`src/segment_intersection_assert.svh`:
```
// assertion macros used by segment_intersection
`ifndef SEGMENT_INTERSECTION_ASSERT_SVH
`define SEGMENT_INTERSECTION_ASSERT_SVH
`ifndef SYNTHESIS
`define SI_ASSERT_IMP(lbl, clk, rst_n, ante, cons) \
    lbl: assert property (@(posedge clk) disable iff (!rst_n) (ante) |-> (cons)) \
        else $error("segment_intersection: assertion failed");
`define SI_ASSERT_NXT(lbl, clk, rst_n, ante, cons) \
    lbl: assert property (@(posedge clk) disable iff (!rst_n) (ante) |=> (cons)) \
        else $error("segment_intersection: assertion failed");
`else
`define SI_ASSERT_IMP(lbl, clk, rst_n, ante, cons)
`define SI_ASSERT_NXT(lbl, clk, rst_n, ante, cons)
`endif
`endif

```
`src/sis_div_stage.sv`:
```
module sis_div_stage #(
    parameter int MW = 35,
    parameter int N  = 67
) (
    input  logic          clk,
    input  logic          en,
    input  logic [MW-1:0] ud,
    input  logic [MW-1:0] r_in,
    input  logic [N-1:0]  q_in,
    output logic [MW-1:0] r_reg,
    output logic [N-1:0]  q_reg
);
    logic [MW:0]   t;
    logic          ge;
    logic [MW:0]   diff;
    logic [MW-1:0] r_next;

    // one restoring step: next dividend bit shifts out, quotient bit shifts in
    assign t      = {r_in, q_in[N-1]};
    assign diff   = t - {1'b0, ud};
    assign ge     = (t >= {1'b0, ud});
    assign r_next = ge ? diff[MW-1:0] : t[MW-1:0];

    always_ff @(posedge clk)
    begin
        if (en)
        begin
            r_reg <= r_next;
            q_reg <= {q_in[N-2:0], ge};
        end
    end
endmodule

```
`config.mk`:
```
export PLATFORM = sky130hd
export DESIGN_NAME = sis_div_stage
export DESIGN_NICKNAME = d
export VERILOG_FILES = /design/src/segment_intersection_assert.svh /design/src/sis_div_stage.sv
export SDC_FILE = /design/constraint.sdc
export NUM_CORES = 1
export LEC_CHECK = 0
export BUFFER_PORTS_ARGS = -buffer_cell sky130_fd_sc_hd__buf_4
export CAP_MARGIN = 0
export CORE_ASPECT_RATIO = 0.6
export CORE_UTILIZATION = 52
export CTS_CLUSTER_DIAMETER = 60
export DETAILED_ROUTE_END_ITERATION = 7
export MAX_ROUTING_LAYER = met4
export PLACE_DENSITY = 0.86
export SETUP_SLACK_MARGIN = 0.4
export SYNTH_ARGS = -nofsm -noshare
export SYNTH_HDL_FRONTEND = slang
export SYNTH_SLANG_ARGS = --single-unit
```
`constraint.sdc`:
```
create_clock -name clk -period 8.5 [get_ports clk]
set_input_delay 0.425 -clock clk [delete_from_list [all_inputs] [get_ports clk]]
set_output_delay 0.425 -clock clk [all_outputs]
set_load 0.01 [all_outputs]
```
* Yosys cells after proc, flatten, opt, wreduce, memory -nomap -nowiden
Cells that the tools add are included.
** Word-level totals
- Bits in registers :: 102
- Input bits :: 139
- Output and inout port bits :: 102
- Word-level logic and storage cells :: 5
** Cells by class
- Add/sub/neg operators :: 1
- $lt $le $gt $ge :: 1
- Muxes and demuxes :: 1
** Operators by type and width (number)
- $ge A36 B35 Y1 :: 1
- $mux W35 :: 1
- $sub A35 B35 Y35 :: 1

* Logic depth before layout (Yosys ltp)
- Depth in word-level cells :: 2
- Gate-level depth with buffers :: 14
- Gate-level depth less buffers :: 12

* Worst setup path before layout
Ideal clock, no wire load.
- Path type :: input to register
- Start :: input port ud[2]
- End :: register r_reg[17] (data pin)
- Library setup time :: 0.262 ns
- Data arrival time :: 2.902 ns
- Required time :: 8.238 ns
- Path slack :: 5.336 ns
- Stages :: 11
- Path buffers :: 1
- Cell sequence :: inv_1 > ha_1 > nor2b_1 > o31a_1 > a21oi_2 > o221ai_2 > a2111oi_2 > o21ai_1 > a211oi_2 > buf_4 > mux2_1
** Between the ends
- Word-level cells in the longest chain between the ends :: 2
- Elaborated cells between the ends (all ways) :: 3
- Those cells by class :: 1 x add/sub; 1 x order compare; 1 x mux
** RTL lines
- start, declared :: line sis_div_stage.sv:7 : input logic [MW-1:0] ud,
- $sub A35 B35 Y35 / $ge A36 B35 Y1 (equally long branches) :: line sis_div_stage.sv:20, sis_div_stage.sv:21
- $mux W35 * :: line sis_div_stage.sv:22 : assign r_next = ge ? diff[MW-1:0] : t[MW-1:0];
- net r_next[17] :: line sis_div_stage.sv:16 : logic [MW-1:0] r_next;
- end signal, assigned :: line sis_div_stage.sv:28 : r_reg <= r_next;
- end, declared :: line sis_div_stage.sv:10 : output logic [MW-1:0] r_reg,
The timed path passes the listed nets; every way through them passes the cells marked *.
A chain may end at the register's enable or synchronous reset.

* Worst setup path after layout
- Start :: input port q_in[66]
- End :: register r_reg[17] (data pin)
** Between the ends
- Word-level cells in the longest chain between the ends :: 2
- Elaborated cells between the ends (all ways) :: 3
- Those cells by class :: 1 x add/sub; 1 x order compare; 1 x mux
** RTL lines
- start, declared :: line sis_div_stage.sv:9 : input logic [N-1:0] q_in,
- $sub A35 B35 Y35 / $ge A36 B35 Y1 (equally long branches) :: line sis_div_stage.sv:20, sis_div_stage.sv:21
- $mux W35 * :: line sis_div_stage.sv:22
- net r_next[17] :: line sis_div_stage.sv:16
Marks and branches as above.

==> summary.txt <==
Status
  – Status: finished, final reports clean

Global route
  – Global routing usage on met2: 44.5%
  – First-pass GRT wire length: 22.6 mm
  – GR Util met3: around 6.5%
  – Busiest grt layer: met2
  – Vias in the first global route: around 4500
  – Global route overflow: 0
  – Largest net degree at the start of global routing: between 60 and 70
  – Met1 usage: 34.0%
  – Overall Global Routing Usage: about 27%
  – Initial antenna violation count: 0

STA
  – Fin crit share: between 30% and 40%
  – Total Neg Setup Slack: 0 ps
  – RSZ-0062 raised after global routing: no
  – Count of pins over their slew limit: 0
  – Worst Tran Pin Value: roughly 800 ps
  – Post-route minimum period: 3340 ps
  – Final Hold Vio Count: 0
  – Relative slew slack: between 40% and 50%
  – Final setup violation count: 0
  – Peak Freq: 300 MHz
  – Fin worst setup slack: between 5000 and 6000 ps

Floorplan
  – Die X: 136 um
  – Die area: 11200 um2
  – Rows: 28
  – Initial core utilization: a little under three fifths
  – Top Ports: between 200 and 250
  – Die span in y: 82.5 um
  – Total core area: between 10000 and 15000 um2

Hold path
  – Hold Path Depth: 1
  – Worst Hold End: q_reg[57]
  – Hold Crit Class: in -> reg
  – Worst min-delay path startpoint: q_in[56]

Clock tree
  – CTS root buf: clkbuf_16
  – Setup Fix Bufs, Post-CTS: 0
  – Clock Tree Buf Depth: 2
  – CTS resizes: 0
  – CTS buffer count: 9
  – CTS sink cnt: ~100
  – Clock slew at reported path FFs: roughly 70 ps
  – TritonCTS clock tree: done
  – H-tree depth: 3
  – Hold-fix buffers, CTS: 0

Worst setup path
  – Worst EP arrival: ~3400 ps
  – CP Class: in -> reg
  – Nature of the critical path startpoint: primary input
  – Critical path endpoint category: flip-flop
  – Crit path required time: 8600 ps
  – Max FO, Critical Path: 27

Logic synthesis
  – Compound-gate portion of the synthesized area: approximately 17%
  – Mapped Avg Cell Area: roughly 11 um2
  – Synth Area in XOR/XNOR: under 10%
  – Post-synthesis net count: slightly below 700
  – Synth cell types: 55
  – Post-synth ARST share: 0%
  – Yosys reg bits: between 100 and 150
  – Simple-gate share of the synthesized area: between 10% and 20%
  – Synthesized instance count: roughly 520
  – EDFF count, synth: roughly 100
  – Largest family of logic cells by synthesized area: compound AO/OA/AOI/OAI gates
  – Post-synthesis mux area share: less than 1%
  – Yosys Warn Count: 0
  – Ys flop type: edfxtp_1
  – Seq/Total Area, Yosys: a little over half
  – Post-Syn Area: about 5600 um2
  – Post-synthesis adder-cell area fraction: around 8%

Route
  – Router iterations before antenna repair: 5
  – WL/cell: ~17 um
  – Detailed Route Iter0 Violations: 370
  – Final WL: approximately 15 mm
  – Vias per cell: 5.49
  – Post-DRT Antenna Nets: 0
  – Vias: approximately 4900
  – DRC viols: 0

Placed design
  – Routability Congestion: 0.900
  – Placed Area: approximately 7500 um2
  – Setup WS pre-CTS: 4860 ps
  – # port buffers: 240
  – Detail Placement HPWL: ~12 mm

Power
  – Leak: approximately 3.5 nW
  – Worst vdd ir: ~0.12 mV
  – Power Dens Cells: around 180 nW/um2
  – Total Power: between 1 and 1.5 mW

Finish
  – Area delta synth->final: 38.8%
  – Commonest non-fill, non-tap cell in the layout: buf_4
  – Core Util, Final: 76.8%
  – Final instance area: ~7800 um2
  – Most frequent cells in the layout: buf_4 (243), edfxtp_1 (102), nand2_1 (61)
  – Reg area: around 3100 um2
  – Area of the multi-input gates: 2280 um2
  – Ant. Diodes: 0
  – Fill cells: between 600 and 700
  – Fin nets: slightly above 900
  – Max FFs per register: 67
  – Share of cells above drive strength 1: 35.2%

Job
  – Max Cap Viol: 0
==> per-stage QoR <==
step	hold slack [ps]	std cells
finish	249	890
global route	239	890
CTS	244	890
detailed placement	604	874
global placement	604	874
floorplan	524	517
==> metal layers <==
| layer | vias up | routed length, um |
|---|---|---|
| met5 | - | 0 |
| li1 | 2359 | - |
| met2 | 260 | 7150 |
| met4 | 0 | 214 |
| met1 | 2248 | 6100 |
| met3 | 17 | 1490 |
==> synthesized netlist by cell type (all sizes together), types with 5 or more instances <==
cell / instances / area [um2]
a211oi: 5 / 42.5
a21o: 13 / 97.6
a21oi: 40 / 204
a31oi: 6 / 37.5
and3: 7 / 43.8
buf: 8 / 61.3
clkbuf: 13 / 48.8
edfxtp: 102 / 3060
ha: 35 / 438
inv: 47 / 176
nand2: 61 / 229
nand3: 8 / 40.0
nand4: 6 / 37.5
nor2: 21 / 78.8
nor2b: 8 / 50.1
nor3: 6 / 30.0
o21a: 7 / 52.6
o21ai: 47 / 235
o21bai: 5 / 37.5
xnor2: 17 / 149
xor2: 9 / 78.8
==> cell families (layout without fill, tap and decap cells) <==
family,Yosys count,after routing
adders and majority gates,36,36
DFF,102,102
and+or+nand+nor,133,133
buffers and inverters,68,306
muxes,3,3
AOI/OAI and AO/OA,149,149
xor gates and xnor gates,26,26
==> worst max-delay path: stages <==
cell,delay (ps)
buf_4,120
inv_1,50
ha_1,180
fa_1,220
nor2b_1,70
o31a_1,300
a21oi_2,280
o221ai_2,190
a2111oi_2,470
o21ai_1,180
a211oi_4,270
buf_4,310
mux2_1,360
==> cell type report <==
| class | instances | area share (%) |
|---|---|---|
| sequential | 102 | 39.2 |
| clock inverter | 7 | 0.850 |
| timing repair buffer | 243 | 23.4 |
| tap | 135 | 2.16 |
| multi-input combinational | 347 | 29.2 |
| clock buffer | 9 | 2.89 |
| inverter | 47 | 2.26 |
==> power breakdown <==
group	switching, mW	internal (mW)
clock network	0.199	0.206
logic	0.194	0.183
registers	0.0154	0.619
==> worst max path at each step <==
stage / end / cells past startpoint / slack [ps] / start
3_3_place_gp: r_reg[33] / 11 / 4960 / r_in[18]
2_1_floorplan: r_reg[17] / 11 / 5340 / ud[2]
6_report: r_reg[17] / 13 / 5160 / q_in[66]
5_1_grt: r_reg[7] / 14 / 5070 / q_in[66]
3_5_place_dp: r_reg[7] / 14 / 4860 / q_in[66]
4_1_cts: r_reg[17] / 13 / 5220 / q_in[66]
(Power assumes the default switching activity.)
